==> src/sv/irfd_pkg.sv <==
// ----------------------------------------------------------------------------
// irfd_pkg
// Types and constants shared by the IR remote frame decoder modules.
// ----------------------------------------------------------------------------
package irfd_pkg;

  // protocol codes
  localparam logic [1:0] PROTO_NONE = 2'd0;
  localparam logic [1:0] PROTO_RC5  = 2'd1;
  localparam logic [1:0] PROTO_NEC  = 2'd2;

  // window bounds in microseconds, both bounds exclusive
  localparam logic [15:0] RC5_SHORT_LO = 16'd780;
  localparam logic [15:0] RC5_SHORT_HI = 16'd1000;
  localparam logic [15:0] RC5_LONG_LO  = 16'd1628;
  localparam logic [15:0] RC5_LONG_HI  = 16'd1850;
  localparam logic [15:0] NEC_LEAD0_LO = 16'd3000;
  localparam logic [15:0] NEC_LEAD0_HI = 16'd26000;
  localparam logic [15:0] NEC_LEAD1_LO = 16'd4400;
  localparam logic [15:0] NEC_LEAD1_HI = 16'd4500;
  localparam logic [15:0] NEC_ONE_LO   = 16'd1600;
  localparam logic [15:0] NEC_ONE_HI   = 16'd1700;

  localparam int unsigned RC5_BITS = 14;

  typedef struct packed {
    logic signed [15:0] pulse_duration;
    logic               last_pulse;
  } in_t;

  typedef struct packed {
    logic [1:0] protocol;
    logic [2:0] rc5_header;
    logic [4:0] rc5_address;
    logic [5:0] rc5_command;
    logic [7:0] nec_address;
    logic [7:0] nec_address_second;
    logic [7:0] nec_command;
    logic [7:0] nec_command_inverted;
  } out_t;

  typedef struct packed {
    logic space;
    logic rc5_short;
    logic rc5_long;
    logic nec_one;
    logic nec_lead0;
    logic nec_lead1;
  } pulse_class_t;

endpackage

==> src/sv/irfd_pulse_class.sv <==
// ----------------------------------------------------------------------------
// irfd_pulse_class
// Sorts one signed pulse duration into the RC5 and NEC timing windows.
// ----------------------------------------------------------------------------
module irfd_pulse_class (
  input  logic signed [15:0]    pulse_duration_i,
  output irfd_pkg::pulse_class_t class_o
);

  logic [15:0] raw;
  logic        neg;
  logic [15:0] mag;

  assign raw = pulse_duration_i;
  assign neg = raw[15];
  // 0x8000 stays 0x8000 and so falls outside every window
  assign mag = neg ? 16'(~raw + 16'd1) : raw;

  assign class_o.space     = !neg && (raw != 16'd0);
  assign class_o.rc5_short = (mag > irfd_pkg::RC5_SHORT_LO) && (mag < irfd_pkg::RC5_SHORT_HI);
  assign class_o.rc5_long  = (mag > irfd_pkg::RC5_LONG_LO) && (mag < irfd_pkg::RC5_LONG_HI);
  assign class_o.nec_one   = (mag > irfd_pkg::NEC_ONE_LO) && (mag < irfd_pkg::NEC_ONE_HI);
  assign class_o.nec_lead0 = (mag > irfd_pkg::NEC_LEAD0_LO) && (mag < irfd_pkg::NEC_LEAD0_HI);
  assign class_o.nec_lead1 = (mag > irfd_pkg::NEC_LEAD1_LO) && (mag < irfd_pkg::NEC_LEAD1_HI);

endmodule

==> src/sv/ir_remote_frame_decoder_unit.sv <==
// ----------------------------------------------------------------------------
// ir_remote_frame_decoder_unit
// Decodes RC5 and NEC frames from a stream of signed pulse durations.
// ----------------------------------------------------------------------------
// path: the beat carrying last_pulse goes from the input register to the result register
// throughput: one pulse per cycle while out_valid_q is clear or out_ready_i is high, set by
//   the input register feeding the combinational frame update and the result register
// reset: rst_ni clears the pipeline valids and the frame state at once
// ----------------------------------------------------------------------------
module ir_remote_frame_decoder_unit #(
  parameter int unsigned FRAME_MAX = 70
) (
  input  logic             clk_i,
  input  logic             rst_ni,
  input  logic             in_valid_i,
  output logic             in_ready_o,
  input  irfd_pkg::in_t    in_data_i,
  output logic             out_valid_o,
  input  logic             out_ready_i,
  output irfd_pkg::out_t   out_data_o
);

  localparam int unsigned IdxW = $clog2(FRAME_MAX + 1);

  // input register
  logic          in_valid_q;
  irfd_pkg::in_t in_q;

  // frame state
  logic [IdxW-1:0] pulse_index_q, pulse_index_d;
  logic [7:0]      half_cnt_q, half_cnt_d;
  logic [3:0]      rc5_idx_q, rc5_idx_d;
  logic [13:0]     rc5_bits_q, rc5_bits_d;
  logic [31:0]     nec_bits_q, nec_bits_d;
  logic [1:0]      lead_ok_q, lead_ok_d;

  // result register
  logic           out_valid_q;
  irfd_pkg::out_t out_q, out_d;

  logic                   advance;
  logic                   overflow;
  logic                   emit;
  logic                   take_bit;
  logic [1:0]             half_add;
  logic [8:0]             half_sum;
  logic [3:0]             rc5_pos;
  logic [4:0]             nec_pos;
  logic [IdxW-1:0]        pulse_next;
  irfd_pkg::pulse_class_t cls;

  irfd_pulse_class u_class (
    .pulse_duration_i (in_q.pulse_duration),
    .class_o          (cls)
  );

  assign advance    = in_valid_q && (!out_valid_q || out_ready_i);
  assign in_ready_o = !in_valid_q || advance;

  always_ff @(posedge clk_i or negedge rst_ni) begin
    if (!rst_ni) begin
      in_valid_q <= 1'b0;
    end else if (in_ready_o) begin
      in_valid_q <= in_valid_i;
    end
  end

  always_ff @(posedge clk_i) begin
    if (in_ready_o && in_valid_i) begin
      in_q <= in_data_i;
    end
  end

  assign overflow   = pulse_index_q >= IdxW'(FRAME_MAX);
  assign pulse_next = pulse_index_q + IdxW'(1);
  assign nec_pos    = 5'(pulse_index_q[IdxW-1:1] - (IdxW-1)'(1));
  assign rc5_pos    = 4'(irfd_pkg::RC5_BITS - 1) - rc5_idx_q;
  assign take_bit   = cls.rc5_long || (cls.rc5_short && half_cnt_q[0]);
  assign half_add   = cls.rc5_long ? 2'd2 : (cls.rc5_short ? 2'd1 : 2'd0);
  assign half_sum   = {1'b0, half_cnt_q} + {7'd0, half_add};
  assign emit       = !overflow && in_q.last_pulse;

  always_comb begin
    pulse_index_d = pulse_next;
    half_cnt_d    = half_sum[8] ? 8'hff : half_sum[7:0];
    rc5_idx_d     = rc5_idx_q;
    rc5_bits_d    = rc5_bits_q;
    nec_bits_d    = nec_bits_q;
    lead_ok_d     = lead_ok_q;

    if (pulse_index_q == IdxW'(0) && cls.nec_lead0) begin
      lead_ok_d[0] = 1'b1;
    end
    if (pulse_index_q == IdxW'(1) && cls.nec_lead1) begin
      lead_ok_d[1] = 1'b1;
    end
    if (pulse_index_q[0] && pulse_index_q >= IdxW'(3) && pulse_index_q <= IdxW'(65)
        && cls.nec_one) begin
      nec_bits_d = nec_bits_q | (32'd1 << nec_pos);
    end
    if (take_bit) begin
      if (rc5_idx_q < 4'(irfd_pkg::RC5_BITS) && cls.space) begin
        rc5_bits_d = rc5_bits_q | (14'd1 << rc5_pos);
      end
      if (rc5_idx_q != 4'd15) begin
        rc5_idx_d = rc5_idx_q + 4'd1;
      end
    end

    // result from the state after this pulse
    out_d = '0;
    if (pulse_next >= IdxW'(16) && pulse_next <= IdxW'(28)
        && (half_cnt_d == 8'd27 || half_cnt_d == 8'd28)) begin
      out_d.protocol    = irfd_pkg::PROTO_RC5;
      out_d.rc5_header  = rc5_bits_d[13:11];
      out_d.rc5_address = rc5_bits_d[10:6];
      out_d.rc5_command = rc5_bits_d[5:0];
    end else if (lead_ok_d == 2'b11) begin
      out_d.protocol             = irfd_pkg::PROTO_NEC;
      out_d.nec_address          = nec_bits_d[7:0];
      out_d.nec_address_second   = nec_bits_d[15:8];
      out_d.nec_command          = nec_bits_d[23:16];
      out_d.nec_command_inverted = nec_bits_d[31:24];
    end else begin
      out_d.protocol = irfd_pkg::PROTO_NONE;
    end

    // overflow and end of frame both return to the idle frame
    if (overflow || in_q.last_pulse) begin
      pulse_index_d = '0;
      half_cnt_d    = 8'd1;
      rc5_idx_d     = '0;
      rc5_bits_d    = '0;
      nec_bits_d    = '0;
      lead_ok_d     = '0;
    end
  end

  always_ff @(posedge clk_i or negedge rst_ni) begin
    if (!rst_ni) begin
      pulse_index_q <= '0;
      half_cnt_q    <= 8'd1;
      rc5_idx_q     <= '0;
      rc5_bits_q    <= '0;
      nec_bits_q    <= '0;
      lead_ok_q     <= '0;
    end else if (advance) begin
      pulse_index_q <= pulse_index_d;
      half_cnt_q    <= half_cnt_d;
      rc5_idx_q     <= rc5_idx_d;
      rc5_bits_q    <= rc5_bits_d;
      nec_bits_q    <= nec_bits_d;
      lead_ok_q     <= lead_ok_d;
    end
  end

  always_ff @(posedge clk_i or negedge rst_ni) begin
    if (!rst_ni) begin
      out_valid_q <= 1'b0;
    end else if (advance && emit) begin
      out_valid_q <= 1'b1;
    end else if (out_ready_i) begin
      out_valid_q <= 1'b0;
    end
  end

  always_ff @(posedge clk_i) begin
    if (advance && emit) begin
      out_q <= out_d;
    end
  end

  assign out_valid_o = out_valid_q;
  assign out_data_o  = out_q;

endmodule
==> config.mk <==
export PLATFORM = sky130hd
export DESIGN_NAME = ir_remote_frame_decoder_unit
export DESIGN_NICKNAME = d
export VERILOG_FILES = /design/src/sv/irfd_pkg.sv /design/src/sv/irfd_pulse_class.sv /design/src/sv/ir_remote_frame_decoder_unit.sv
export SDC_FILE = /design/constraint.sdc
export NUM_CORES = 1
export LEC_CHECK = 0
export BUFFER_PORTS_ARGS = -buffer_cell sky130_fd_sc_hd__buf_2
export CAP_MARGIN = 40
export CELL_PAD_IN_SITES_DETAIL_PLACEMENT = 0
export CELL_PAD_IN_SITES_GLOBAL_PLACEMENT = 1
export CORE_MARGIN = 4
export CORE_UTILIZATION = 33
export DETAILED_ROUTE_END_ITERATION = 7
export MAX_ROUTING_LAYER = met4
export PLACE_DENSITY_LB_ADDON = 0.1
export SYNTH_ARGS = -nofsm -noshare
export SYNTH_HDL_FRONTEND = slang
export SYNTH_SLANG_ARGS = --single-unit
==> constraint.sdc <==
create_clock -name clk_i -period 10.2 [get_ports clk_i]
set_clock_uncertainty 0.05 [all_clocks]
set_input_delay 2.04 -clock clk_i [delete_from_list [all_inputs] [get_ports clk_i]]
set_output_delay 2.04 -clock clk_i [all_outputs]
set_load 0.01 [all_outputs]
After elaboration in Yosys (flattened, before gate mapping)
Cells that the tools add are included. W data, S select, Z words.

Register bits after elaboration: 134. Bits in latches: 0. RAM bits: 0. Bits in read-only memories: 0. Logic and storage cells: 106. Memories: 0.

Add/sub/neg operators: 6. Multipliers: 0. Div/mod/pow operators: 0. $lt $le $gt $ge: 16. Equality and inequality tests: 5. Shift operators: 2. Mux-type cells: 20. Bitwise logic cells: 4. Reduce and logical (&&, ||, !) cells: 35.

Operators with widths (number): $mux W32 (2); $mux W14 (3); $gt A16 B11 Y1 const B (2); $lt A16 B11 Y1 const B (2); $or A32 B32 Y32 (1); $shl A1 B5 Y32 const A (1); $logic_and A1 B1 Y1 (19); $add A16 B1 Y16 const B (1); $eq A8 B5 Y1 const B (2); $gt A16 B10 Y1 const B (1); $gt A16 B12 Y1 const B (1); $gt A16 B13 Y1 const B (1); $lt A16 B10 Y1 const B (1); $lt A16 B13 Y1 const B (1); $lt A16 B15 Y1 const B (1); $mux W16 (1); $mux W8 (2); $not A16 Y16 (1); $reduce_bool A16 Y1 (1); $or A14 B14 Y14 (1); $shl A1 B4 Y14 const A (1); $mux W4 (3); $add A8 B2 Y9 (1); $add A7 B1 Y7 const B (1); 22 further kinds (37).

Longest topological paths before layout
Gate-level depths: netlist of run 1.

Word-level depth: 13. Depth in mapped cells: 21. Mapped depth without buffers: 17.

Hierarchy
From an unflattened synthesis of run 1, not the netlist that was laid out.

Cells, all modules: 751. Area, all modules: 7380.8 µm².

By module, submodules not included: ir_remote_frame_decoder_unit (instances 1, cells an instance 592, area each 6251.0 µm²); irfd_pulse_class (instances 1, cells an instance 159, area each 1129.8 µm²).

Worst setup path before layout of run 1
OpenSTA, ideal clock, no wires.

Path kind: reg-to-reg. From: reg in_q[2] (netlist name). To: reg out_q (netlist bit out_data_o[24]) (data pin). Library setup time: 0.255 ns. Data arrival time: 4.156 ns. Setup slack: 5.739 ns. Cell stages (with the launch flop): 20. Path buffers: 4. Clock period less this slack: 4.461 ns. Cells stage by stage: edfxtp_1 -> buf_6 -> inv_1 -> ha_1 -> clkbuf_1 -> o21ai_0 -> nor4_1 -> a221oi_1 -> or3_1 -> and3_1 -> ha_1 -> fa_1 -> xnor2_1 -> and3_1 -> o211ai_1 -> or4_1 -> buf_6 -> o2111ai_4 -> buf_6 -> nor2_2.

Word-level cells in the longest chain between the ends: 13. Elaborated cells on any way between the ends: 35. Classes of those cells: 2 x add/sub; 10 x order compare; 3 x eq/ne; 7 x mux; 2 x bitwise; 11 x reduce/logical.

RTL lines: from (decl) (RTL line ir_remote_frame_decoder_unit.sv:27) `irfd_pkg::in_t in_q;`; from (signal assigned) (RTL line ir_remote_frame_decoder_unit.sv:70) `in_q <= in_data_i;`; $not A16 Y16 (RTL line irfd_pulse_class.sv:17) `assign mag = neg ? 16'(~raw + 16'd1) : raw;`; $add A16 B1 Y16 (RTL line irfd_pulse_class.sv:17); $mux W16 (*) (RTL line irfd_pulse_class.sv:17); $gt A16 B10 Y1 / $lt A16 B10 Y1 (equally long branches) (RTL line irfd_pulse_class.sv:20) `assign class_o.rc5_short = (mag > irfd_pkg::RC5_SHORT_LO) && (mag < irfd_pkg::RC5_SHORT_HI);`; $logic_and A1 B1 Y1 (RTL line irfd_pulse_class.sv:20); $mux W1 (RTL line ir_remote_frame_decoder_unit.sv:79) `assign half_add = cls.rc5_long ? 2'd2 : (cls.rc5_short ? 2'd1 : 2'd0);`; $mux W2 (RTL line ir_remote_frame_decoder_unit.sv:79); $add A8 B2 Y9 (RTL line ir_remote_frame_decoder_unit.sv:80) `assign half_sum = {1'b0, half_cnt_q} + {7'd0, half_add};`; $mux W8 (RTL line ir_remote_frame_decoder_unit.sv:85) `half_cnt_d = half_sum[8] ? 8'hff : half_sum[7:0];`; $eq A8 B5 Y1 (RTL line ir_remote_frame_decoder_unit.sv:113) `&& (half_cnt_d == 8'd27 || half_cnt_d == 8'd28)) begin`; $logic_or A1 B1 Y1 (RTL line ir_remote_frame_decoder_unit.sv:113); $logic_and A1 B1 Y1 (RTL line ir_remote_frame_decoder_unit.sv:113); $reduce_or A2 Y1 (no source line); to (signal assigned) (RTL line ir_remote_frame_decoder_unit.sv:169) `out_q <= out_d;`; to (decl) (RTL line ir_remote_frame_decoder_unit.sv:39) `irfd_pkg::out_t out_q, out_d;`.

Mark *: on every way between the ends. The rest lies on a longest branch, timed or not. A chain may end at the register's enable or synchronous reset.

Final worst setup path of run 1
From: reg in_q[3] (netlist name). To: reg out_q (netlist bit out_data_o[0]) (data pin).

Same word-level chain as after synthesis.

==> results of run 1 <==
stage by stage:
step	area (um^2)	utilization, %	total power (W)	instances
2_1_floorplan	7480	-	0.000768	769
3_3_place_gp	7910	35.8	0.000831	1065
3_5_place_dp	8010	36.2	0.000841	1072
4_1_cts	8560	38.7	0.00143	1104
5_1_grt	8560	38.7	0.00148	1104
6_report	8560	38.7	0.00141	1104
power by group through the flow:
| stage | registers, W | clock network, W | logic, W |
|---|---|---|---|
| after floorplan | 0.000623 | 0 | 0.000145 |
| after global placement | 0.000635 | 0 | 0.000196 |
| after detailed placement | 0.000636 | 0 | 0.000206 |
| after CTS | 0.000625 | 0.000601 | 0.000206 |
| after global routing | 0.000630 | 0.000623 | 0.000229 |
| final | 0.000625 | 0.000584 | 0.000205 |
cells by family after synthesis:
logic type | synth area share (%)
AO/OA/AOI/OAI | 20.1
XOR/XNOR | 1.64
flip-flops | 49.2
buffers and inverters | 5.33
AND/OR/NAND/NOR | 20.8
adder cells (fa/ha/maj) | 2.61
multiplexers | 0.268
Yosys cell counts, types with 13 or more instances:
master	instances	area share, %
o21ai_1	15	1.0
dfrtp_1	68	23
edfxtp_1	65	26
inv_1	19	0.95
a31oi_1	45	3.8
and3_1	13	1.1
nor2_1	60	3.0
nor2_2	21	1.8
clkbuf_1	34	1.7
ha_1	14	2.3
nand3_1	28	1.9
o21ai_0	39	2.6
a21oi_1	36	2.4
nor3_1	23	1.5
nand2_1	87	4.4
flip-flops by register name, summed over array words and instances (netlist names):
| register | flops |
|---|---|
| nec_bits_q | 32 |
| out_data_o | 48 |
| in_valid_q | 1 |
| rc5_idx_q | 4 |
| lead_ok_q | 2 |
| half_cnt_q | 8 |
| out_valid_o | 1 |
| in_q | 17 |
| rc5_bits_q | 14 |
| pulse_index_q | 7 |
worst min-delay path: stages (launching register included):
cell     delay, ps
dfrtp_1        340
nand2_1         50
nand2_1         50
worst paths after layout:
| check | from | to | cells past startpoint |
|---|---|---|---|
| setup / recovery | in_q[3]$_DFFE_PP_ | out_data_o[0]$_SDFFCE_PP0P_ | 13 |
| hold / removal | nec_bits_q[1]$_DFFE_PN0P_ | nec_bits_q[1]$_DFFE_PN0P_ | 2 |
| setup reg to reg | in_q[3]$_DFFE_PP_ | out_data_o[0]$_SDFFCE_PP0P_ | 13 |
| hold reg to reg | nec_bits_q[1]$_DFFE_PN0P_ | nec_bits_q[1]$_DFFE_PN0P_ | 2 |
| max in group asynchronous | rst_ni | rc5_bits_q[5]$_DFFE_PN0P_ | 3 |
| min in group asynchronous | rst_ni | nec_bits_q[8]$_DFFE_PN0P_ | 2 |
final cells by class:
| type | instances | area (um^2) | area share [%] |
|---|---|---|---|
| Sequential cell | 134 | 3680 | 43.0 |
| Multi-Input combinational cell | 555 | 3410 | 39.8 |
| Timing Repair Buffer | 83 | 495 | 5.79 |
| Clock buffer | 18 | 439 | 5.13 |
| Tap cell | 280 | 350 | 4.09 |
| Clock inverter | 14 | 114 | 1.33 |
| Inverter | 20 | 75.1 | 0.877 |
layer usage:
layer  GRT usage [%]  routed length (um)
met5               -                   0
met4            4.59                 315
met3            2.88                 787
met2            26.3                9430
met1            23.2                9580
layout by cell type, fill, tap and decap left out, types with 13 or more instances in the layout:
| cell | synthesis | routed |
|---|---|---|
| a21oi_1 | 36 | 36 |
| nand2_1 | 87 | 86 |
| nor3_1 | 23 | 23 |
| nor2_1 | 60 | 60 |
| buf_2 | 10 | 72 |
| edfxtp_1 | 65 | 65 |
| o21ai_1 | 15 | 15 |
| and3_1 | 13 | 13 |
| nand3_1 | 28 | 28 |
| inv_1 | 19 | 18 |
| dfrtp_1 | 68 | 68 |
| a31oi_1 | 45 | 45 |
| nor2_2 | 21 | 21 |
| clkbuf_16 | 0 | 17 |
| o21ai_0 | 39 | 39 |
| ha_1 | 14 | 14 |
==> flow_metrics.py, run 1 <==
metrics = {
    "status": {
        "status": "completed",
    },
    "die": {
        "io_pins": 71,
        "num_rows": 54,
        "start_util_pct": 33.9,
        "dieArea_um2": 25200,
        "die_w_um": 159,
        "die_h_um": 159,
        "coreArea_um2": 22100,
    },
    "global_route": {
        "grt_pass1_wl_mm": 32.6,
        "grt_overflow_total": 0,
        "grt_max_degree": 57,
        "gr-usage-all-layers_pct": 17.0,
        "grt_pass1_vias": 5986,
        "antenna_found_initial": 0,
    },
    "logic_synthesis": {
        "synth_warnings": 0,
        "synthesis.area_um2": 7480,
        "seq_area_frac_synth_pct": 49.2,
        "synth_nets": 805,
        "avgSynthCellArea_um2": 9.73,
        "ys.flop_type": "dfrtp_1",
        "ys_ff_latch": 134,
        "synthCells": 769,
        "ys_async_sr_fraction_pct": 51.5,
        "synth-edff-count": 65,
        "synth_cell_types": 85,
    },
    "critical_path": {
        "worstSetupPathType": "reg2reg",
        "critPathBufInv": 2,
        "crit_chain": "nor4_4 > nand4_1 > mux2i_1 > a211oi_1 > o21ai_2 > inv_1 > fa_1 > nor3_1 > o211ai_1 > or4_1 > o2111ai_4 > buf_4 > nor2_1",
        "crit_arrival_ps": 5870,
        "rrSetupSlack_ps": 4440,
        "critPathTopFamily": "simple AND/OR/NAND/NOR gates",
        "crit_fanout": 33,
        "cp.required_ps": 10310,
        "startpoint_type": "register",
        "end_kind": "register",
        "slowest_stage": "or4_1",
        "cpPeakStageDelay_ps": 840,
    },
    "clock_tree": {
        "clock-sinks": 134,
        "post_cts_resized": 0,
        "cts_tree": "built",
        "root_buffer": "clkbuf_16",
        "clkLatencyLatePin_ps": 430,
        "cts_setup_buffers": 0,
        "htree_levels": 4,
        "cts_buffer_depth": 2,
        "cts.reportedPaths.clkPinSlew_ps": 70,
        "numCtsBuffers": 17,
        "hold_buffers": 0,
    },
    "power": {
        "p_sw_share_pct": 30.3,
        "clkPwrFrac_pct": 41.3,
        "p_comb_share_pct": 14.5,
        "p_per_area_nw_per_um2": 165,
        "peakVddDrop_uv": 100,
        "switchingPower_w": 0.000429,
        "p_leak_nw": 3.27,
        "seqPwrFrac_pct": 44.2,
        "p_int_w": 0.000986,
    },
    "timing": {
        "setup_violations": 0,
        "finalWorstSetupSlack_ps": 4440,
        "worst_slew_pin_slew_ps": 963,
        "fin_crit_ps": 5760,
        "slew-limit-headroom_pct": 35.0,
        "finalMaxSlewViolations": 0,
        "fin_setup_tns_ps": 0,
        "timing_hold_violations_final": 0,
        "fin_crit_sh_pct": 56.5,
        "clock.fmax_mhz": 173,
        "rsz0062_at_grt": "no",
        "holdWs_ps": 413,
    },
    "placement": {
        "io_buffers": 70,
        "place_hpwl_mm": 13.9,
        "place.gp.congestion": 0.881,
        "pre_cts_ws_ps": 4400,
    },
    "final_layout": {
        "syn2layout_area_growth_pct": 14.4,
        "diodes": 0,
        "nets": 847,
        "n_fill_cell": 2177,
        "drive_gt1_share_pct": 20.0,
    },
    "detailed_routing": {
        "drt_iter0_markers": 425,
        "wl_mm": 20.1,
        "via_per_inst": 5.56,
        "dr_total_vias": 6139,
        "ant_nets": 0,
        "wl_per_cell_um": 18.2,
        "dr.pass1.iters": 5,
        "post-route-drc-count": 0,
    },
    "flow_run": {
        "drv_cap": 0,
    },
    "min_path": {
        "worst_hold_path_type": "reg2reg",
    },
}
Note: power is estimated with default switching activity, not from simulation.
==> inputs of run 2 (changes only) <==
- clock period: 10.2 -> 5.56 ns (I/O delays scaled with it)
==> run 2 against run 1 <==
Against the previous run: routed wire length about the same; die area is the same; count of clock-buffer cells in the layout rose by 1; non-clock buffer count increased by 9; sequential power increased by 84%; critical endpoint is now out_data_o[31]$_SDFFCE_PP0P_; largest power group is now clock.
==> flow_metrics.py, run 2 (synthesized netlist as in run 1, its figures left out) <==
metrics = {
    "status": {
        "status": "completed",
    },
    "detailed_routing": {
        "ant_nets": 0,
        "via_per_inst": 5.48,
        "wl_mm": 20.1,
        "drt_iter0_markers": 410,
        "post-route-drc-count": 0,
        "wl_per_cell_um": 18.1,
        "dr.pass1.iters": 5,
        "dr_total_vias": 6096,
    },
    "timing": {
        "finalMaxSlewViolations": 0,
        "worst_slew_pin_slew_ps": 941,
        "fin_setup_tns_ps": 0,
        "timing_hold_violations_final": 0,
        "slew-limit-headroom_pct": 37.1,
        "rsz0062_at_grt": "no",
        "fin_crit_ps": 5130,
        "clock.fmax_mhz": 195,
        "setup_violations": 0,
        "fin_crit_sh_pct": 92.3,
    },
    "die": {
        "num_rows": 54,
        "die_w_um": 159,
        "dieArea_um2": 25200,
        "coreArea_um2": 22100,
        "die_h_um": 159,
        "start_util_pct": 33.9,
        "io_pins": 71,
    },
    "final_layout": {
        "largest_reg_flops": 48,
        "design_area_um2": 8710,
        "diodes": 0,
        "fin_cells": 1113,
        "nets": 856,
        "utilization_pct": 39.4,
        "drive_gt1_share_pct": 20.6,
        "n_fill_cell": 2189,
        "syn2layout_area_growth_pct": 16.4,
        "layout_common_cells": "nand2_1, buf_2, dfrtp_1",
        "final_common_cell": "nand2_1",
    },
    "global_route": {
        "grt_pass1_vias": 5995,
        "met3_usage_pct": 2.75,
        "grt_pass1_wl_mm": 32.8,
        "top_usage_layer": "met2",
        "grt_overflow_total": 0,
        "use_met1_pct": 24.1,
        "met2_usage_pct": 25.7,
        "gr-usage-all-layers_pct": 17.0,
        "antenna_found_initial": 0,
        "grt_max_degree": 45,
    },
    "clock_tree": {
        "cts_tree": "built",
        "root_buffer": "clkbuf_16",
        "numCtsBuffers": 17,
        "cts_setup_buffers": 0,
        "cts.reportedPaths.clkPinSlew_ps": 70,
        "clock-sinks": 134,
        "post_cts_resized": 0,
        "hold_buffers": 0,
        "cts_buffer_depth": 2,
        "clkLatencyLatePin_ps": 430,
        "htree_levels": 4,
    },
    "critical_path": {
        "end_kind": "register",
        "crit_start": "in_q[2]$_DFFE_PP_",
        "crit_arrival_ps": 5250,
        "rrSetupSlack_ps": 430,
        "reg2regPathDepth": 16,
        "cp.required_ps": 5680,
        "r2r-start": "in_q[2]$_DFFE_PP_",
        "crit_fanout": 33,
        "startpoint_type": "register",
        "worstSetupPathType": "reg2reg",
        "crit_end": "out_data_o[31]$_SDFFCE_PP0P_",
        "regToRegEndpoint": "out_data_o[31]$_SDFFCE_PP0P_",
    },
    "min_path": {
        "worst_hold_path_type": "reg2reg",
    },
    "power": {
        "p_leak_nw": 3.34,
        "power.total_w": 0.00275,
        "p_per_area_nw_per_um2": 316,
        "peakVddDrop_uv": 182,
    },
    "placement": {
        "io_buffers": 70,
        "numPlacedInstances": 1081,
        "place.gp.congestion": 0.835,
        "placed_cell_area_um2": 8080,
        "place_hpwl_mm": 14.1,
    },
    "flow_run": {
        "drv_cap": 0,
    },
}
==> run 2: cell count changes in the layout (fill, tap and decap cells not counted), sizes merged <==
cell / before / now
buf: 83 / 92
bufinv: 0 / 4
clkbuf: 18 / 19
clkinv: 5 / 1
clkinvlp: 2 / 3
inv: 27 / 25
==> run 2: worst min-delay path by stage <==
| stage | start | endpoint | slack (ps) | depth (start not counted) |
|---|---|---|---|---|
| after floorplan | nec_bits_q[15]$_DFFE_PN0P_ | nec_bits_q[15]$_DFFE_PN0P_ | 390 | 2 |
| after global placement | nec_bits_q[15]$_DFFE_PN0P_ | nec_bits_q[15]$_DFFE_PN0P_ | 400 | 2 |
| after detailed placement | nec_bits_q[1]$_DFFE_PN0P_ | nec_bits_q[1]$_DFFE_PN0P_ | 410 | 2 |
| after CTS | nec_bits_q[1]$_DFFE_PN0P_ | nec_bits_q[1]$_DFFE_PN0P_ | 420 | 2 |
| after global routing | nec_bits_q[17]$_DFFE_PN0P_ | nec_bits_q[17]$_DFFE_PN0P_ | 440 | 2 |
| final | nec_bits_q[17]$_DFFE_PN0P_ | nec_bits_q[17]$_DFFE_PN0P_ | 420 | 2 |
==> run 2: worst max-delay path, cell delays in order (launching register included) <==
cell       delay (ps)
edfxtp_1          510
inv_1             150
ha_1              490
inv_1             210
o31ai_1           410
a221oi_1          210
or3_1             440
and3_1            200
ha_1              200
fa_1              460
xnor2_1           230
and3_1            180
o211ai_1           70
or4_1             590
o2111ai_4         110
buf_12            250
nor2_1             80
==> run 2: routing by layer <==
layer	wire length (um)	up-vias	part of all wire, %
met3	743	11	3.7
met1	9930	2988	49
met5	0	-	0
met2	9260	138	46
li1	-	2959	-
met4	154	0	0.77
==> run 2: area by class of cell <==
class | count | area (um^2) | area share (%)
Clock inverter | 13 | 195 | 2.24
Multi-Input combinational cell | 555 | 3410 | 39.1
Clock buffer | 19 | 433 | 4.97
Timing Repair Buffer | 92 | 568 | 6.52
Sequential cell | 134 | 3680 | 42.3
Inverter | 20 | 75.1 | 0.862
Tap cell | 280 | 350 | 4.02
==> run 2: power breakdown <==
part           leakage, nW  internal, W  total [W]  switching (W)
Combinational         1.47     0.000130   0.000380       0.000249
Clock                0.296     0.000759    0.00123       0.000470
Sequential            1.57      0.00109    0.00115      0.0000567
==> run 2: stage by stage <==
step	worst slack, ps	hold WS (ps)
4_1_cts	408	424
3_3_place_gp	638	400
5_1_grt	110	443
3_5_place_dp	426	410
6_report	429	423
2_1_floorplan	1100	390
